==> config.mk <==
export PLATFORM = sky130hd
export DESIGN_NAME = tps_ram
export DESIGN_NICKNAME = d
export VERILOG_FILES = /design/src/hw/rtl/tps_ram.sv
export SDC_FILE = /design/constraint.sdc
export NUM_CORES = 2
export LEC_CHECK = 0
export BUFFER_PORTS_ARGS = -buffer_cell sky130_fd_sc_hd__buf_2
export CAP_MARGIN = 0
export CORE_UTILIZATION = 40
export DETAILED_ROUTE_END_ITERATION = 12
export GPL_TIMING_DRIVEN = 0
export PLACE_DENSITY = 0.51
export SYNTH_ARGS = -nofsm -noshare
export SYNTH_HDL_FRONTEND = slang
export SYNTH_SLANG_ARGS = --single-unit
==> constraint.sdc <==
create_clock -name clk_i -period 4.4 [get_ports clk_i]
set_clock_uncertainty 0.05 [all_clocks]
set_input_delay 0.44 -clock clk_i [delete_from_list [all_inputs] [get_ports clk_i]]
set_output_delay 0.44 -clock clk_i [all_outputs]
set_load 0.005 [all_outputs]
==> src/hw/rtl/tps_ram.sv <==
// Generic simple dual-port RAM with one write port and a registered read port.
// Standalone; no package dependencies.
module tps_ram #(
  parameter int unsigned Width = 32,
  parameter int unsigned Depth = 64
) (
  input  logic                     clk_i,
  input  logic                     we_i,
  input  logic [$clog2(Depth)-1:0] waddr_i,
  input  logic [Width-1:0]         wdata_i,
  input  logic                     re_i,
  input  logic [$clog2(Depth)-1:0] raddr_i,
  output logic [Width-1:0]         rdata_o
);

  logic [Width-1:0] mem_q [Depth];
  logic [Width-1:0] rdata_q;

  always_ff @(posedge clk_i) begin
    if (we_i) begin
      mem_q[waddr_i] <= wdata_i;
    end
    if (re_i) begin
      rdata_q <= mem_q[raddr_i];
    end
  end

  assign rdata_o = rdata_q;

endmodule

# Word level (Yosys, flattened, before mapping)
# Memory sizes are Yosys's and may differ from the RTL's. A register that Yosys moved wholly into a read port is not among the register bits.
# Cells that the tools add are included.
# classes
addsub,0
n_lt_le_gt_ge,0
mul,0
n_bitwise,0
shift,0
eq_ne,0
n_div,0
reduce_logical,0
muxes,2
# op_table
cell,count
two-way mux 1 bit,2
# word_totals
latchBits,0
ram_bits,2048
wordCells,3
reg_bits,0
rom_bits,0
mem_count,1
# mem_list
memory,depth,width,read_ports,rd_ports_with_merged_regs,wr,line_no,source
mem_q,64,32,1,1,1,16,logic [Width-1:0] mem_q [Depth];

# Logic depth before layout (Yosys ltp)
# depth
ltp_word,2
depth_mapped,10

# Worst setup path before layout
# OpenSTA, ideal clock, no wires.
# synth_path
path_kind,input to register
start,input waddr_i[3]
end,"memory mem_q[48][0], enable pin"
path_slack_ps,750
setup_time_ps,461
arrival_time_ps,3139
t_required_ps,3889
stages,4
cell_sequence,clkbuf_1 -> nor2b_1 -> nand4b_1 -> nor3_1
# synth_rtl
item,line_no,source
start: declaration,9,"input logic [$clog2(Depth)-1:0] waddr_i,"
end: declaration,16,
# No word-level cell before the write port.

==> results.py <==
metrics = {
    "hold_path": {
        "min_path_type": "primary input to register",
        "min_path_cells": 1,
        "whs_endpoint": "mem_q[46][6]",
        "hp-start": "wdata_i[6]",
    },
    "floorplan": {
        "num_io_pins": 79,
        "core.rowCount": 162,
        "die-width_um": 446,
        "design.core.area_sq_mm": 0.195,
        "start_util_pct": 40.3,
        "dieArea_sq_mm": 0.199,
        "die_h_um": 446,
    },
    "synthesis": {
        "synth_edf_count": 2080,
        "ys_seq_area_share_pct": 79.2,
        "yosysMostFrequentCell": "edfxtp_1",
        "netlist_area_sq_mm": 0.0788,
        "syn_inst": 3324,
        "synth.top_cell.area_share_pct": 79.2,
        "netlist_top_cells_count": "edfxtp_1 (2,080), mux4_2 (544), nor2_1 (137)",
        "synth_top_cell_by_area": "edfxtp_1",
        "synthTopCellsByArea": "edfxtp_1 (79%), mux4_2 (16%), mux2i_1 (1.2%)",
        "synth_nets": 3371,
        "syn_avg_cell_area_sq_um": 23.7,
        "ys_ff_latch": 2080,
        "yosysUniqueCellTypes": 33,
        "ys.flop_type": "edfxtp_1",
        "async_flop_share_pct": 0,
        "yosys_warnings": 0,
    },
    "critical_path": {
        "r2r-start": "mem_q[13][11]",
        "cp-end-kind": "register",
        "crit_start": "raddr_i[1]",
        "reg2reg_slack_ns": 1.32,
        "crit_arrival_ns": 4.57,
        "worst-setup-path-type": "primary input to register",
        "crit_fanout": 10,
        "reg2regPathDepth": 4,
        "r2r-end": "rdata_o[11]",
        "cp.required_ns": 4.86,
        "cp-start-kind": "primary input",
    },
    "detailed_routing": {
        "drt-total-wl_um": 252000,
        "vias": 38700,
        "drc_errors": 0,
        "firstDrtPassIters": 6,
        "wire_per_inst_um": 38.7,
        "antenna_left": 0,
        "vias_per_cell": 5.95,
        "drt_iter0_drc": 5666,
    },
    "global_routing": {
        "grt_pass1_wl_um": 337000,
        "grt_max_degree": 65,
        "grt-ovfl-total": 0,
        "grt_usage_pct": 25.5,
        "grt_pass1_vias": 38000,
        "antenna_found_initial": 23,
    },
    "clock_network": {
        "cts_buffer_depth": 3,
        "cts_made_buffers": 213,
        "cts.sinks": 2080,
        "h-tree-depth": 4,
        "root_buffer": "clkbuf_16",
        "path_clk_slew_ns": 0.06,
        "cts_tree": "done",
        "clk_latency_ns": 0.86,
    },
    "sta": {
        "period_share_pct": 93.4,
        "final_max_slew_viol_count": 11,
        "timing.fmax_ghz": 0.243,
        "hold_viol": 0,
        "post-route-min-period_ns": 4.11,
        "setup_viol": 0,
        "hold_slack_ns": 0.102,
        "rsz0062_at_grt": "false",
        "setup-tns-final_ns": 0,
        "tightest_slew_ns": 1.56,
        "max_slew_margin_pct": -3.68,
    },
    "outcome": {
        "violations": "capacitance limit, slew limit",
        "status": "finished, violations left",
    },
    "final_layout": {
        "drive_gt1_share_pct": 29.3,
        "final_cells": 6514,
        "areaGrowthSynthToFinish_pct": 16.1,
        "nNetsFinal": 3749,
    },
    "placed_design": {
        "hpwl_um": 160000,
        "placed_cells": 6107,
        "io_buffers": 70,
        "place_congestion": 0.875,
    },
    "power": {
        "p_per_area_mw_per_mm2": 457,
        "power.total_mw": 41.8,
        "ir_worst_vdd_mv": 0.342,
        "power.leakage_nw": 28.2,
    },
    "job": {
        "maxCapViolCount": 1,
    },
}
state kept, by name (all words and copies together) (netlist names):
name,flops
rdata_o,32
mem_q,2048
stage by stage:
stage	util (%)	cell area [sq um]	setup slack, ns
3_3_place_gp	42.2	82500	-3.03
2_1_floorplan	-	78800	0.750
6_report	46.8	91500	0.291
5_1_grt	46.8	91500	0.331
4_1_cts	46.8	91400	0.337
3_5_place_dp	43.4	84800	-0.565
kinds of logic (layout without fill, tap and decap cells):
group | after synthesis | count (layout) | synth area share, %
AO/OA/AOI/OAI | 202 | 202 | 1.67
buffers and inverters | 182 | 735 | 1.12
flip-flops | 2080 | 2080 | 79.2
multiplexers | 637 | 637 | 16.7
other | 0 | 13 | 0
AND/OR/NAND/NOR | 223 | 223 | 1.26
cell type report:
cell class / count / area [sq um]
fill: 16100 / 104000
sequential: 2080 / 62500
multi-input combinational: 1062 / 16000
clock buffer: 271 / 5630
tap: 2624 / 3280
timing repair buffer: 163 / 2320
clock inverter: 119 / 941
buffer: 182 / 887
antenna: 13 / 32.5
power breakdown:
group          internal (mW)  switching, mW  leakage, nW  total (mW)
Sequential              22.0         0.0412         18.7        22.0
Clock                   9.76           7.63         3.20        17.4
Combinational          0.755           1.63         6.26        2.38
metal layers:
metal | up-vias | global-route usage (%) | wire length (um)
met5 | - | 0 | 24
met4 | 4 | 9.59 | 9960
met3 | 351 | 4.77 | 20300
met2 | 1821 | 40.4 | 120000
met1 | 21400 | 35.1 | 102000
li1 | 15100 | - | -
worst max-delay path: stages:
cell	delay, ns
buf_2	0.42
buf_2	0.45
clkbuf_1	0.94
mux4_2	0.46
mux4_2	0.55
o22ai_1	1.02
nor2_1	0.26
cell usage in the layout (no fill, tap or decap), types with 15 or more instances in the layout:
cell type | netlist | routed
nor2_4 | 0 | 62
buf_16 | 0 | 23
nand2_1 | 26 | 26
clkbuf_1 | 74 | 128
buf_1 | 21 | 20
o22ai_1 | 84 | 84
clkinv_2 | 0 | 33
nor2_1 | 137 | 75
clkinv_1 | 0 | 60
buf_12 | 0 | 56
edfxtp_1 | 2080 | 2080
a21oi_1 | 62 | 62
buf_2 | 57 | 112
o221ai_1 | 27 | 27
clkbuf_16 | 0 | 217
mux4_2 | 544 | 544
nor2b_1 | 15 | 15
buf_4 | 25 | 41
mux2i_1 | 93 | 93
worst max-delay path by stage:
stage | slack (ns) | depth (start not counted) | endpoint
3_3_place_gp | -3.03 | 4 | mem_q[48][9]
2_1_floorplan | 0.75 | 4 | mem_q[48][0]
3_5_place_dp | -0.57 | 9 | rdata_o[15]
6_report | 0.29 | 7 | rdata_o[11]
4_1_cts | 0.34 | 9 | rdata_o[15]
5_1_grt | 0.33 | 9 | rdata_o[13]
timing repair:
| action | CTS | global route |
|---|---|---|
| gates resized for setup | 0 | 0 |
| setup endpoints to repair | 0 | 0 |
| buffers inserted | 0 | 0 |
| hold buffers | 2 | 0 |
| endpoints found under the hold margin | 32 | 0 |
Note: power is estimated with default switching activity, not from simulation.
