$ cat src/hw/rtl/tps_pkg.sv
// Shared constants for the tridiagonal Poisson solver.
// Holds the Q8.24 number format, store sizes and divider widths; no dependencies.
package tps_pkg;

  localparam int unsigned MaxPoints = 64;
  localparam int unsigned AddrW     = $clog2(MaxPoints);
  localparam int unsigned CntW      = $clog2(MaxPoints + 1);
  localparam int unsigned IndexW    = 6;

  // Signed Q8.24 samples.
  localparam int unsigned QW    = 32;
  localparam int unsigned FracW = 24;

  localparam logic signed [QW-1:0] QOne = QW'(32'sd16777216);
  localparam logic signed [QW-1:0] QTwo = QW'(32'sd33554432);
  localparam logic signed [QW-1:0] QMax = {1'b0, {(QW-1){1'b1}}};
  localparam logic signed [QW-1:0] QMin = {1'b1, {(QW-1){1'b0}}};

  // Divider: magnitude of the dividend scaled by 2^FracW.
  localparam int unsigned DvdW    = QW + FracW;
  localparam int unsigned DivCntW = $clog2(DvdW);

endpackage

$ cat src/hw/rtl/tps_div.sv
// Iterative Q8.24 divider, one quotient bit per cycle, saturating result.
// Depends on tps_pkg for the number format and widths.
module tps_div import tps_pkg::*; (
  input  logic                 clk_i,
  input  logic                 rst_ni,
  input  logic                 start_i,
  input  logic signed [QW-1:0] num_i,
  input  logic signed [QW-1:0] den_i,
  output logic                 done_o,
  output logic signed [QW-1:0] quot_o
);

  typedef enum logic [2:0] {
    DivIdle = 3'b001,
    DivRun  = 3'b010,
    DivFin  = 3'b100
  } div_state_e;

  div_state_e           state_q, state_d;
  logic [DivCntW-1:0]   cnt_q, cnt_d;
  logic                 done_q, done_d;
  logic [DvdW-1:0]      dvd_q;
  logic [QW-1:0]        rem_q;
  logic [QW-1:0]        mag_den_q;
  logic                 neg_q, num_neg_q, zero_q;
  logic signed [QW-1:0] quot_q;

  logic [QW:0]          shifted;
  logic                 ge;
  logic [QW:0]          diff;
  logic [QW-1:0]        abs_num, abs_den;
  logic signed [QW-1:0] result;

  assign abs_num = num_i[QW-1] ? QW'(-num_i) : QW'(num_i);
  assign abs_den = den_i[QW-1] ? QW'(-den_i) : QW'(den_i);

  // Restoring step: shift in the next dividend bit and subtract if it fits.
  assign shifted = {rem_q, dvd_q[DvdW-1]};
  assign ge      = shifted >= {1'b0, mag_den_q};
  assign diff    = shifted - {1'b0, mag_den_q};

  // Sign and saturation of the finished quotient held in dvd_q.
  always_comb begin
    if (zero_q) begin
      result = num_neg_q ? QMin : QMax;
    end else if (neg_q) begin
      if ((|dvd_q[DvdW-1:QW]) || (dvd_q[QW-1] && (|dvd_q[QW-2:0]))) begin
        result = QMin;
      end else begin
        result = QW'(-dvd_q[QW-1:0]);
      end
    end else begin
      if (|dvd_q[DvdW-1:QW-1]) begin
        result = QMax;
      end else begin
        result = QW'(dvd_q[QW-1:0]);
      end
    end
  end

  always_comb begin
    state_d = state_q;
    cnt_d   = cnt_q;
    done_d  = 1'b0;
    case (state_q)
      DivIdle: begin
        if (start_i) begin
          state_d = DivRun;
          cnt_d   = DivCntW'(DvdW - 1);
        end
      end
      DivRun: begin
        cnt_d = cnt_q - 1'b1;
        if (cnt_q == '0) begin
          state_d = DivFin;
        end
      end
      DivFin: begin
        state_d = DivIdle;
        done_d  = 1'b1;
      end
      default: begin
        state_d = DivIdle;
      end
    endcase
  end

  always_ff @(posedge clk_i or negedge rst_ni) begin
    if (!rst_ni) begin
      state_q <= DivIdle;
      cnt_q   <= '0;
      done_q  <= 1'b0;
    end else begin
      state_q <= state_d;
      cnt_q   <= cnt_d;
      done_q  <= done_d;
    end
  end

  always_ff @(posedge clk_i) begin
    if (state_q == DivIdle && start_i) begin
      dvd_q     <= {abs_num, {FracW{1'b0}}};
      rem_q     <= '0;
      mag_den_q <= abs_den;
      neg_q     <= num_i[QW-1] ^ den_i[QW-1];
      num_neg_q <= num_i[QW-1];
      zero_q    <= (den_i == '0);
    end else if (state_q == DivRun) begin
      rem_q <= ge ? diff[QW-1:0] : shifted[QW-1:0];
      dvd_q <= {dvd_q[DvdW-2:0], ge};
    end
    if (state_q == DivFin) begin
      quot_q <= result;
    end
  end

  assign done_o = done_q;
  assign quot_o = quot_q;

endmodule

$ cat config.mk
export PLATFORM = sky130hd
export DESIGN_NAME = tps_div
export DESIGN_NICKNAME = d
export VERILOG_FILES = /design/src/hw/rtl/tps_pkg.sv /design/src/hw/rtl/tps_div.sv
export SDC_FILE = /design/constraint.sdc
export NUM_CORES = 1
export LEC_CHECK = 0
export ABC_AREA = 1
export BUFFER_PORTS_ARGS = -buffer_cell sky130_fd_sc_hd__buf_2
export CAP_MARGIN = 20
export CORE_MARGIN = 4
export CORE_UTILIZATION = 55
export DETAILED_ROUTE_END_ITERATION = 10
export PLACE_DENSITY = 0.74
export SLEW_MARGIN = 5
export SYNTH_ARGS = -nofsm -noshare
export SYNTH_HDL_FRONTEND = slang
export SYNTH_SLANG_ARGS = --single-unit
$ cat constraint.sdc
create_clock -name clk_i -period 8.7 [get_ports clk_i]
set_input_delay 0.435 -clock clk_i [delete_from_list [all_inputs] [get_ports clk_i]]
set_output_delay 0.435 -clock clk_i [all_outputs]
set_load 0.01 [all_outputs]
---- Word-level counts from Yosys, hierarchy flattened ----
Cells that the tools add are included.
storage, ports and cells
  output and inout bits ................... 33
  input bits .............................. 67
  register bits ........................... 165
  logic and storage cells ................. 52
operators by class
  eq/ne operators ......................... 5
  muxes and demuxes ....................... 16
  reduce and logical (&&, ||, !) cells .... 12
  $add $sub $neg .......................... 5
  bitwise logic cells ..................... 1
  $lt $le $gt $ge ......................... 1
operator list
  operator                                                            number
  32-bit 2-to-1 mux                                                   7
  56-bit 2-to-1 mux                                                   2
  32-bit negation                                                     3
  33-bit by 32-bit >= comparator with 1-bit output                    1
  32-bit logical NOT                                                  1
  32-bit subtractor                                                   1
  31-bit 2-to-1 mux                                                   1
  31-bit OR reduction                                                 1
  25-bit OR reduction                                                 1
  24-bit OR reduction                                                 1
  6-bit case mux with 2 select lines                                  1
  6-bit logical NOT                                                   1
  3-bit 2-to-1 mux                                                    2
  6-bit 2-to-1 mux                                                    1
  3-bit case mux with 2 select lines                                  1
  6-bit by 1-bit subtractor with 6-bit output, second input constant  1
  2-bit inequality test, second input constant                        2
  2-bit AND reduction                                                 2
  2-bit nonzero test                                                  2
  3-bit by 1-bit == test with 1-bit output, second input constant     1
  3-bit by 2-bit == test with 1-bit output, second input constant     1
  3-bit == test, second input constant                                1
  1-bit logical AND                                                   2
  1-bit logical OR                                                    1
  2 further kinds                                                     2

---- Longest topological paths before layout ----
Gate-level depths: netlist of the first run.
  word-level depth ........................ 6
  gate-level depth with buffers ........... 17
  mapped depth without buffers ............ 17

---- Worst setup path before layout of the first run ----
No wires, ideal clock.
  path kind ............................... reg-to-reg
  start ................................... register state_q[1]
  end ..................................... register quot_q[0] (netlist: quot_o[0]) (enable)
  data required time ...................... 8.237 ns
  data arrival time ....................... 2.667 ns
  cell stages (with the launch flop) ...... 2
  setup slack ............................. 5.570 ns
  clock period less this slack ............ 3.130 ns
  path buffers ............................ 0
  setup time .............................. 0.463 ns
  cell sequence ........................... dfrtp_1 -> nor3_1
on the way
  cells in the longest elaborated chain, start to end .. 1
ends and longest elaborated chain
  item                    line            text
  from (decl)             tps_div.sv:19   div_state_e state_q, state_d;
  from (signal assigned)  tps_div.sv:90   state_q <= DivIdle;
  from (signal assigned)  tps_div.sv:94   state_q <= state_d;
  3-bit == test           tps_div.sv:112  if (state_q == DivFin) begin
  to (signal assigned)    tps_div.sv:113  quot_q <= result;
  to (decl)               tps_div.sv:26   logic signed [QW-1:0] quot_q;
No other way between the ends.
A chain may end at the register's enable or synchronous reset.

---- Worst setup path in the final report of the first run ----
  start ................................... register mag_den_q[20]
  end ..................................... register rem_q[31]
on the way
  cells in the longest elaborated chain, start to end .. 2
  elaborated cells on any way between the ends .. 3
  classes of those cells .................. add/sub (1); order compare (1); mux (1)
ends and longest elaborated chain
  item                                                                                          line                          text
  from (decl)                                                                                   tps_div.sv:24                 logic [QW-1:0] mag_den_q;
  from (signal assigned)                                                                        tps_div.sv:104                mag_den_q <= abs_den;
  32-bit subtractor / 33-bit by 32-bit >= comparator with 1-bit output (equally long branches)  tps_div.sv:40, tps_div.sv:39
  32-bit 2-to-1 mux *                                                                           tps_div.sv:109                rem_q <= ge ? diff[QW-1:0] : shifted[QW-1:0];
  to (signal assigned)                                                                          tps_div.sv:109
  to (decl)                                                                                     tps_div.sv:23                 logic [QW-1:0] rem_q;
Every way passes the cells marked *; elsewhere a longest branch is shown, timed or not.

==> summary.md, run 1 <==
| Metric | Value |
|---|---|
| Most used DFF post-synth | edfxtp_1 |
| Vias | 11131 |
| CP endpoint kind | flip-flop |
| Simple-Gate Fraction of Synth Area | 0.328 |
| Relative slew slack | 0.316 |
| 1st-pass router iterations | 6 |
| PD cells | 255 nW/um^2 |
| Crit-path max FO | 23 |
| DRC | 0 |
| YS warnings | 0 |
| Vias/cell | 5.43 |
| Synth Area per Inst | 6.91 um^2 |
| Final Critical Period | 2.87 ns |
| GPL Wtd Cong | 0.964 |
| Area grow syn2layout | 11.6% |
| Chip height | 154 um |
| Count of input and output buffers | 99 |
| Commonest non-fill, non-tap cell in the layout | nand2_1 |
| Die area | 23600 um^2 |
| GRT Total Usage | 0.243 |
| Fmax | 0.349 GHz |
| Post-Synthesis Cells | 1690 |
| Post-synth EDFFs | 99 |
| Most frequent cells in the layout | 455 x nand2_1, 256 x inv_1, 177 x nor2_1, 136 x nand3_1, 102 x o21ai_0 |
| Starting Density | 0.557 |
| Mapped Nets | 1795 |
| GRT overflow | 0 |
| Worst skew pair latency | 0.43 ns |
| CTS tree | yes |
| Total Wirelength | 29400 um |
| Antenna viol nets, final | 0 |
| Final Max Slew Viols | 0 |
| # nets final | 1867 |
| # Post-CTS Setup Buffers | 0 |
| Post-synthesis mux area share | 0 |
| Global-route wire length before repair | 47900 um |
| Die X | 154 um |
| GR Layer Usage met2 | 0.422 |
| Share of cells above drive strength 1 | 0.0997 |
| Final clock skew | 0.0104 ns |
| Family with the most delay on the worst path | simple AND/OR/NAND/NOR gates |
| Hold slack final | 0.228 ns |
| Worst ir drop on vdd | 0.000146 V |
| Clk sink count | 165 |
| Worst-margin pin slew | 1.02 ns |
| Num CTS Buffers | 17 |
| CP startpoint kind | flip-flop |
| Post-synthesis adder-cell area fraction | 0.0414 |
| Max clock buf depth | 2 |
| Ant. Diodes | 0 |
| Unrepaired setup endpoints after global routing | false |
| Clock slew seen by the registers of the worst setup and hold paths | 0.07 ns |
| Largest family of logic cells by synthesized area | simple AND/OR/NAND/NOR gates |
| Buf+Inv Stages, Crit Path | 2 |
| Final TNS setup | 0 ns |
| Hold crit path type | in -> reg |
| Post_cts resized | 0 |
| DR WL/cell | 14.3 um |
| CTS H-tree lvls | 4 |
| Yosys reg bits | 165 |
| Synth cell types | 50 |
| Status | finished clean |
| Largest net degree at the start of global routing | 73 |
| Most used cell, CP | nand2_1 |
| Gr busiest metal | met2 |
| Worst Path Required | 9.01 ns |
| I/O Pins | 100 |
| Met1 Use GR | 0.311 |
| Initial antenna violation count | 0 |
| Leak Pwr | 6.42 nW |
| Post-Synthesis Cell Area | 11700 um^2 |
| Ys async rst share | 0.0606 |
| Crit-path slowest cell | nor2_4 |
| Max-cap violations | 0 |
| CORE AREA | 21000 um^2 |
| CP Class | reg -> reg |
| Final-report hold violation count | 0 |
| Compound-cell area share of the yosys netlist | 0.103 |
| Worst path cell trace | inv_1, ha_1, a21oi_1, nand2_1, nand2_1, nand2_1, nand2_1, nand2_1, nor2_4, nand2_8, nand2_4, inv_1, nand2_1, nand3_1 |
| DRT iter0 DRCs | 846 |
| GR Util met3 | 0.0355 |
| Endpoints failing setup | 0 |
| Critical path's largest stage delay | 0.57 ns |
| Critical path arrival | 3.18 ns |
| Register area share after synthesis | 0.372 |
| Clk Tree Root Cell | clkbuf_16 |
| Final worst path period share | 0.330 |
| Vias in the first global route | 10325 |
| Num rows | 53 |
| Post-synthesis xor/xnor area fraction | 0.0518 |
| DP HPWL | 21600 um |
-- per-layer routing --
layer,vias to the layer above,share of wire
met5,-,0
met4,0,0.032
met3,63,0.062
met2,399,0.47
met1,5025,0.43
li1,5644,-
-- worst reg2reg max path: stages (launching register included) --
cell      delay, ns
edfxtp_1       0.33
inv_1          0.04
ha_1           0.35
a21oi_1        0.26
nand2_1        0.11
nand2_1        0.07
nand2_1        0.07
nand2_1        0.07
nand2_1        0.08
nor2_4         0.57
nand2_8        0.24
nand2_4        0.26
inv_1          0.14
nand2_1        0.09
nand3_1        0.07
-- Yosys cell counts, types with 8 or more instances --
cell type,instances,area share
nand2_1,455,0.15
inv_1,257,0.083
nor2_1,177,0.057
nand3_1,137,0.059
o21ai_0,102,0.044
edfxtp_1,99,0.25
xor2_1,60,0.045
dfxtp_1,56,0.096
a21oi_1,49,0.021
nand4_1,48,0.026
ha_1,37,0.040
clkbuf_1,36,0.012
o22ai_1,36,0.019
nor3_1,19,0.0081
nor2_2,10,0.0054
dfrtp_1,9,0.019
xnor2_1,9,0.0068
buf_1,8,0.0026
-- cell families after synthesis --
family	Yosys count
simple gates	882
buf+inv	318
compound gates	218
flops	165
xor+xnor	69
fa+ha+maj	38
-- report_power, final --
group	internal, mW	switching [mW]
clock network	0.506	0.342
registers	1.05	0.107
logic	0.405	0.911
-- area by class of cell --
class                      count  area [um^2]
timing repair buffer         105          556
multi-input combinational   1207         6120
inverter                     266          998
clock buffer                  18          450
fill                        1946         7930
sequential                   165         4350
tap                          275          344
clock inverter                14          209
-- worst paths after layout --
check	from	end	slack (ns)	cells past startpoint
setup reg to reg	mag_den_q[20]	rem_q[31]	5.83	14
hold / removal	den_i[0]	mag_den_q[0]	0.23	1
min in group asynchronous	rst_ni	done_o	0.41	2
max in group asynchronous	rst_ni	state_q[0]	8.01	2
hold reg to reg	cnt_q[5]	cnt_q[5]	0.50	1
setup / recovery	mag_den_q[20]	rem_q[31]	5.83	14
-- state kept, by name, summed over array words and instances (netlist names) --
signal	count
done_o	1
rem_q	32
state_q	3
dvd_q	56
cnt_q	6
num_neg_q	1
mag_den_q	32
quot_o	32
neg_q	1
zero_q	1
-- per-stage QoR --
step	instances	util	setup slack, ns	total power [mW]	cell area, um^2
finish	2050	0.622	5.83	3.32	13000
floorplan	1690	-	5.57	2.11	11700
global placement	2016	0.589	5.73	2.43	12300
CTS	2049	0.621	5.64	3.31	13000
detailed placement	2016	0.589	5.65	2.45	12300
global route	2050	0.622	5.59	3.54	13000
-- what timing repair did --
item                                   4_1_cts  5_1_grt
hold buffers                                 1        0
setup endpoints to repair                    0        0
endpoints found under the hold margin        9        0
Note: power is estimated with default switching activity, not from simulation.
==> run 2, diff against run 1 <==
--- a/config.mk
+++ b/config.mk
@@ -5,13 +5,13 @@
 export SDC_FILE = /design/constraint.sdc
 export NUM_CORES = 1
 export LEC_CHECK = 0
-export ABC_AREA = 1
+export ABC_AREA = 0
 export BUFFER_PORTS_ARGS = -buffer_cell sky130_fd_sc_hd__buf_2
 export CAP_MARGIN = 20
 export CORE_MARGIN = 4
-export CORE_UTILIZATION = 55
+export CORE_UTILIZATION = 54
 export DETAILED_ROUTE_END_ITERATION = 10
-export PLACE_DENSITY = 0.74
+export PLACE_DENSITY = 0.77
 export SLEW_MARGIN = 5
 export SYNTH_ARGS = -nofsm -noshare
 export SYNTH_HDL_FRONTEND = slang
==> constraint.sdc (replaced) <==
create_clock -name clk_i -period 2.4 [get_ports clk_i]
set_input_delay 0.12 -clock clk_i [delete_from_list [all_inputs] [get_ports clk_i]]
set_output_delay 0.12 -clock clk_i [all_outputs]
set_load 0.01 [all_outputs]
==> run 2 against run 1 <==
The flow now finishes with violations (hold timing, setup timing). Count of clock-buffer cells in the layout down 1. Power grew to 4.3 times the previous value. Die area down 13%. Critical path depth decreased by 3. First-iteration DRC count is 66% higher. Worst hold slack got worse by 0.24 ns. Global-route usage up 6.8 points. Cell area up 11%. Core utilization rose by 18 points. Register-to-register slack worse by 6.5 ns. Critical path type unchanged.
==> summary.md, run 2 <==
| Metric | Value |
|---|---|
| Status | finished with violations |
| Failing checks | hold timing, setup timing |
| Hold slack final | -0.0154 ns (-0.243 ns) |
| Yosys top cell by area | edfxtp_1 |
| Hold Crit Start | den_i[26] |
| Number of flip-flops in the largest register | 56 (unchanged) |
| Largest net degree at the start of global routing | 96 (+32%) |
| Final Critical Period | 3.04 ns (+0.169 ns) |
| Hold crit path type | in -> reg |
| Ant. Diodes | 0 (unchanged) |
| Crit-path max FO | 7 (-70%) |
| Worst-margin pin slew | 0.707 ns (-0.317 ns) |
| Yosys reg bits | 165 (unchanged) |
| Final worst path period share | 1.27 (+0.936) |
| Ys async rst share | 0.0606 (unchanged) |
| CTS H-tree lvls | 4 (unchanged) |
| RR Endpoint | quot_o[24] |
| Multi-input logic area | 6290 um^2 (+2.8%) |
| Unrepaired setup endpoints after global routing | true |
| Die X | 143 um (-6.6%) |
| Share of cells above drive strength 1 | 0.405 (+0.306) |
| Commonest non-fill, non-tap cell in the layout | buf_4 |
| Clk sink count | 165 (unchanged) |
| Post-Synthesis Cell Area | 9910 um^2 (-15%) |
| GRT overflow | 0 (unchanged) |
| Num CTS Buffers | 17 (unchanged) |
| Power Total | 14.4 mW (+330%) |
| PD cells | 994 nW/um^2 (+290%) |
| Most used DFF post-synth | edfxtp_1 |
| Most frequent cells in the layout | 218 x buf_4, 119 x nand2_1, 99 x edfxtp_1, 99 x buf_2, 82 x o21ai_0 |
| CP endpoint kind | flip-flop |
| CP startpoint kind | flip-flop |
| Total Wirelength | 37700 um (+28%) |
| Leak Pwr | 5.93 nW (-7.7%) |
| Final TNS setup | -31.90 ns (-31.90 ns) |
| Layout fillers | 949 (-51%) |
| Vias | 11075 (-0.50%) |
| Count leader, synth | nand2_1 |
| DP HPWL | 18900 um (-12%) |
| Die area | 20600 um^2 (-13%) |
| Antenna viol nets, final | 0 (unchanged) |
| Mapped Nets | 1195 (-33%) |
| Worst ir drop on vdd | 0.000713 V (+390%) |
| Area grow syn2layout | 46.0% |
| DRT iter0 DRCs | 1407 (+66%) |
| Final Max Slew Viols | 0 (unchanged) |
| Count of input and output buffers | 99 (unchanged) |
| GPL Wtd Cong | 0.913 (-5.3%) |
| Synth cell types | 64 (+28%) |
| Num rows | 49 (-7.5%) |
| Register area share after synthesis | 0.438 (+0.0661) |
| Origin of the critical flop-to-flop path | dvd_q[14] |
| Top cell type's share of synthesized area | 0.300 (+0.0452) |
| # nets final | 1525 (-18%) |
| DR WL/cell | 22.7 um (+58%) |
| Top reg by flops | dvd_q |
| I/O Pins | 100 (unchanged) |
| GRT Total Usage | 0.311 (+0.0678) |
| Hold EP | mag_den_q[26] |
| Max-cap violations | 0 (unchanged) |
| Fmax | 0.329 GHz (-5.6%) |
| Chip height | 143 um (-6.6%) |
| Worst skew pair latency | 0.46 ns (+0.03 ns) |
| Relative slew slack | 0.529 (+0.212) |
| Post-synth top cells | 124 x nand2_1, 123 x o21ai_0, 99 x edfxtp_1, 74 x nor2_1, 73 x a21oi_1 |
| Max clock buf depth | 2 (unchanged) |
| R2R cell count | 11 (-3) |
| CP Class | reg -> reg |
| YS warnings | 0 (unchanged) |
| Initial antenna violation count | 0 (unchanged) |
| Hold Path Cell Cnt | 2 (+1) |
| CORE AREA | 18000 um^2 (-14%) |
| Worst R2R Setup Slack | -0.64 ns (-6.47 ns) |
| CTS tree | yes |
| Global-route wire length before repair | 51000 um (+6.6%) |
| Clk Tree Root Cell | clkbuf_16 |
| Post-Synthesis Cells | 1090 (-36%) |
| Final-report hold violation count | 2 (+2) |
| Post-synth EDFFs | 99 (unchanged) |
| Starting Density | 0.550 (-0.00706) |
| Synth top area cells | edfxtp_1 30%, dfxtp_1 11%, o21ai_0 6.2%, nand2_1 4.7%, ha_1 4.7% |
| Endpoints failing setup | 65 (+65) |
| Final worst slack | -0.636 ns (-6.47 ns) |
| Vias/cell | 6.66 (+23%) |
| 1st-pass router iterations | 6 (unchanged) |
| Synth Area per Inst | 9.09 um^2 (+32%) |
| Worst Path Required | 2.67 ns (-6.34 ns) |
| Critical path arrival | 3.31 ns (+0.13 ns) |
| Final clock skew | 0.00779 ns (-0.00262 ns) |
| Seq. cell area | 4350 um^2 (+0.14%) |
| DRC | 0 (unchanged) |
| Clock slew seen by the registers of the worst setup and hold paths | 0.07 ns (about the same) |
| Vias in the first global route | 10369 (+0.43%) |
-- run 2: logic make-up after synthesis --
| family | after synthesis | share of synthesized area |
|---|---|---|
| buffers and inverters | 108 | 0.0418 |
| multiplexers | 8 | 0.00808 |
| adder cells (fa/ha/maj) | 38 | 0.0487 |
| flip-flops | 165 | 0.438 |
| AO/OA/AOI/OAI | 349 | 0.220 |
| XOR/XNOR | 87 | 0.0769 |
| AND/OR/NAND/NOR | 335 | 0.166 |
-- run 2: power breakdown --
group	internal, mW	leakage [nW]	total [mW]	switching, mW
sequential	3.79	1.50	4.29	0.500
combinational	3.31	4.18	7.45	4.14
clock	1.34	0.251	2.65	1.30
-- run 2: how the worst max path moves through the flow --
stage                   start  cells after the start         end  slack, ns
floorplan           dvd_q[14]                     10  quot_o[29]      -0.44
global placement    dvd_q[14]                     11  quot_o[31]      -0.52
detailed placement   dvd_q[0]                     12  quot_o[24]      -0.64
CTS                 dvd_q[14]                     10  quot_o[29]      -0.58
global route        dvd_q[14]                     11  quot_o[24]      -0.72
finish              dvd_q[14]                     11  quot_o[24]      -0.64
-- run 2: per-layer routing --
layer  vias to the layer above  global-route usage  wire length [um]
met5                         -                   0                 0
met4                         0               0.180              2560
met3                       273              0.0559              3500
met2                       873               0.546             18300
met1                      5250               0.354             13300
li1                       4679                   -                 -
-- run 2: metrics by stage --
step / std cells / hold WS [ns] / cell area [um^2] / utilization / setup slack, ns
floorplan: 1090 / -0.176 / 10200 / - / -0.442
global placement: 1569 / -0.00723 / 12300 / 0.680 / -0.516
detailed placement: 1569 / -0.00756 / 12300 / 0.680 / -0.643
CTS: 1647 / 0.000126 / 13800 / 0.764 / -0.582
global route: 1662 / -0.00818 / 14500 / 0.803 / -0.723
finish: 1662 / -0.0154 / 14500 / 0.803 / -0.636
-- run 2: cell type report --
class / instances / share of cell area
Clock buffer: 17 / 0.0294
Clock inverter: 15 / 0.00882
Inverter: 57 / 0.0154
Multi-Input combinational cell: 817 / 0.435
Sequential cell: 165 / 0.301
Tap cell: 229 / 0.0198
Timing Repair Buffer: 362 / 0.191
-- run 2: repair_timing --
item	4_1_cts	5_1_grt
buffers inserted	27	18
hold buffers	15	0
gates cloned	6	1
resized for setup	116	143
pin swaps	53	68
endpoints found under the setup margin	65	71
endpoints found under the hold margin	24	0
-- run 2: critical path, cell delays in order (launching register included) --
cell and delay, ns:
dfxtp_2 0.34, nor4_4 0.28, nand4_1 0.16, buf_4 0.16
or3_4 0.40, or3_4 0.36, o31ai_4 0.28, nand2_4 0.13
nor2_4 0.22, buf_6 0.16, nand3b_1 0.13, a31oi_2 0.23
==> run 3, diff against run 2 <==
--- a/config.mk
+++ b/config.mk
@@ -5,14 +5,14 @@
 export SDC_FILE = /design/constraint.sdc
 export NUM_CORES = 1
 export LEC_CHECK = 0
-export ABC_AREA = 0
+export ABC_AREA = 1
 export BUFFER_PORTS_ARGS = -buffer_cell sky130_fd_sc_hd__buf_2
 export CAP_MARGIN = 20
 export CORE_MARGIN = 4
-export CORE_UTILIZATION = 54
+export CORE_UTILIZATION = 55
 export DETAILED_ROUTE_END_ITERATION = 10
 export PLACE_DENSITY = 0.77
-export SLEW_MARGIN = 5
+export SLEW_MARGIN = 20
 export SYNTH_ARGS = -nofsm -noshare
 export SYNTH_HDL_FRONTEND = slang
 export SYNTH_SLANG_ARGS = --single-unit
==> run 3 against run 2 <==
The flow now finishes without violations. Wire length down 19%. Cell area decreased by 7.5%. Via count grew 3.2%. Critical path depth increased by 4. Die area up 15%. Non-clock buffer count down 216. Final cell count grew 26%. Worst setup slack improved by 0.78 ns. Count of clock-buffer cells in the layout increased by 1.
==> summary.md, run 3 (synthesized netlist as in run 1, its figures left out) <==
| Metric | Value |
|---|---|
| Die area | 23600 um^2 (+15%) |
| Chip height | 154 um (+7.1%) |
| CP endpoint kind | flip-flop |
| Most used cell, CP | nor2_4 |
| Initial antenna violation count | 0 (unchanged) |
| CORE AREA | 21000 um^2 (+16%) |
| Crit-path slowest cell | ha_1 |
| Final worst path period share | 0.939 (-0.326) |
| CP startpoint kind | flip-flop |
| Share of cells above drive strength 1 | 0.129 (-0.277) |
| Layout fillers | 1892 (+99%) |
| DR WL/cell | 14.6 um (-36%) |
| DRT iter0 DRCs | 859 (-39%) |
| Hold slack final | 0.00561 ns (+0.0210 ns) |
| Endpoints failing setup | 0 (-100%) |
| Commonest non-fill, non-tap cell in the layout | nand2_1 |
| Clock slew seen by the registers of the worst setup and hold paths | 0.07 ns (about the same) |
| Final Critical Period | 2.25 ns (-0.783 ns) |
| CTS H-tree lvls | 4 (unchanged) |
| Clock power share | 0.228 (+0.044) |
| Vias in the first global route | 10603 (+2.3%) |
| Fmax | 0.444 GHz (+35%) |
| Global-route wire length before repair | 49900 um (-2.3%) |
| CTS tree | yes |
| Status | finished clean |
| Largest net degree at the start of global routing | 73 (-24%) |
| # nets final | 1908 (+25%) |
| Antenna viol nets, final | 0 (unchanged) |
| Worst path cell trace | inv_1, ha_1, nand2_1, nor2_2, inv_2, nor2_4, nand2_2, nor2_4, nor2_4, nand2_8, nor2_4, buf_4, buf_4, nand2_1, nand3_1 |
| Worst-margin pin slew | 0.858 ns (+0.151 ns) |
| Die X | 154 um (+7.1%) |
| GRT overflow | 0 (unchanged) |
| Vias/cell | 5.46 (-18%) |
| Psw | 5.16 mW (-13%) |
| Int Pwr | 7.02 mW (-17%) |
| Num rows | 53 (+8.2%) |
| GRT Total Usage | 0.254 (-0.0568) |
| DP HPWL | 22700 um (+20%) |
| Max clock buf depth | 2 (unchanged) |
| CP Class | reg -> reg |
| Top reg by flops | dvd_q |
| Hold crit path type | in -> reg |
| Total Wirelength | 30500 um (-19%) |
| Count of input and output buffers | 99 (unchanged) |
| GPL Wtd Cong | 0.923 (+1.1%) |
| Power Total | 12.2 mW (-15%) |
| Clk Tree Root Cell | clkbuf_16 |
| Worst ir drop on vdd | 0.000495 V (-30%) |
| Area grow syn2layout | 14.7% |
| Critical path's largest stage delay | 0.38 ns (-0.02 ns) |
| Most frequent cells in the layout | 449 x nand2_1, 255 x inv_1, 174 x nor2_1, 134 x nand3_1, 101 x o21ai_0 |
| 1st-pass router iterations | 5 (-1) |
| Worst Path Required | 2.73 ns (+0.06 ns) |
| Number of flip-flops in the largest register | 56 (unchanged) |
| Final clock skew | 0.0104 ns (+0.00263 ns) |
| Critical path arrival | 2.58 ns (-0.73 ns) |
| DRC | 0 (unchanged) |
| PD cells | 910 nW/um^2 (-8.4%) |
| Starting Density | 0.557 (+0.00706) |
| I/O Pins | 100 (unchanged) |
| Logic gate share of total power | 0.431 (-0.087) |
| Buf+Inv Stages, Crit Path | 4 (+2) |
| Crit-path max FO | 5 (-2) |
| Seq pwr share | 0.341 (+0.043) |
| Leak Pwr | 6.59 nW (+11%) |
| Clk sink count | 165 (unchanged) |
| Ant. Diodes | 0 (unchanged) |
| Family with the most delay on the worst path | simple AND/OR/NAND/NOR gates |
| Max-cap violations | 0 (unchanged) |
| Relative slew slack | 0.428 (-0.101) |
| Final Max Slew Viols | 0 (unchanged) |
| Num CTS Buffers | 17 (unchanged) |
| Worst skew pair latency | 0.44 ns (-0.02 ns) |
| Vias | 11426 (+3.2%) |
| Switch share | 0.424 (+0.0104) |
| Final-report hold violation count | 0 (-2) |
## run 3: cell count changes in the layout (fill, tap and decap cells not counted), moves of 19 or more
cell | previous run | this run
a21o_1 | 22 | 1
a21oi_2 | 30 | 2
a22o_1 | 19 | 0
buf_4 | 218 | 39
inv_1 | 45 | 255
nand2_1 | 119 | 449
nand3_1 | 11 | 134
nand4_1 | 10 | 48
nor2_1 | 56 | 174
o21ai_0 | 82 | 101
o22ai_1 | 2 | 36
xnor2_1 | 49 | 9
xor2_1 | 36 | 60
## run 3: worst paths after layout
path | cells past startpoint | slack (ns) | endpoint | from
setup / recovery | 15 | 0.15 | rem_q[31] | mag_den_q[11]
hold / removal | 2 | 0.006 | mag_den_q[29] | den_i[29]
setup reg to reg | 15 | 0.15 | rem_q[31] | mag_den_q[11]
hold reg to reg | 2 | 0.50 | rem_q[31] | rem_q[30]
max in group asynchronous | 2 | 2.02 | state_q[0] | rst_ni
min in group asynchronous | 2 | 0.11 | cnt_q[5] | rst_ni
## run 3: area by class of cell
type                    count  area, um^2  share of cell area
clock inverters            14         146              0.0109
inverters                 266         998              0.0746
well taps                 275         344              0.0257
clock buffers              18         450              0.0337
flip-flops and latches    165        4350               0.325
multi-input cells        1207        6210               0.464
repair buffers            146         886              0.0662
## run 3: per-layer routing
metal  track usage  part of all wire  vias up
met2         0.443              0.49      378
li1              -                 -     5751
met3        0.0290             0.060       53
met4        0.0925             0.028        0
met5             0                 0        -
met1         0.326              0.43     5244
## run 3: through the flow
step,setup TNS (ns),utilization,setup WS (ns),cells,area [um^2]
final,0,0.639,0.147,2091,13400
after global routing,-0.140,0.639,-0.0279,2091,13400
after CTS,0,0.633,0.0166,2086,13300
after detailed placement,-0.482,0.602,-0.140,2048,12600
after global placement,-0.551,0.602,-0.134,2048,12600
after floorplan,0,-,0.251,1690,11700
## run 3: power by group through the flow
stage	logic [mW]	clock network (mW)	registers [mW]
2_1_floorplan	3.58	0	4.08
3_3_place_gp	4.94	0	4.19
3_5_place_dp	5.00	0	4.20
4_1_cts	5.06	2.81	4.14
5_1_grt	5.85	2.94	4.22
6_report	5.26	2.77	4.15
## run 3: worst reg2reg max path: cells and delay by family, from the launching register on
kind / cells / cell delay [ns]
flip-flops: 1 / 0.32
buffers and inverters: 4 / 0.43
adder cells (fa/ha/maj): 1 / 0.38
AND/OR/NAND/NOR: 10 / 1.01
## run 3: what timing repair did
item,4_1_cts,5_1_grt
pin swaps,0,3
resized for setup,3,22
endpoints found under the hold margin,14,0
setup buffers,1,5
hold buffers,5,0
setup endpoints to repair,7,78
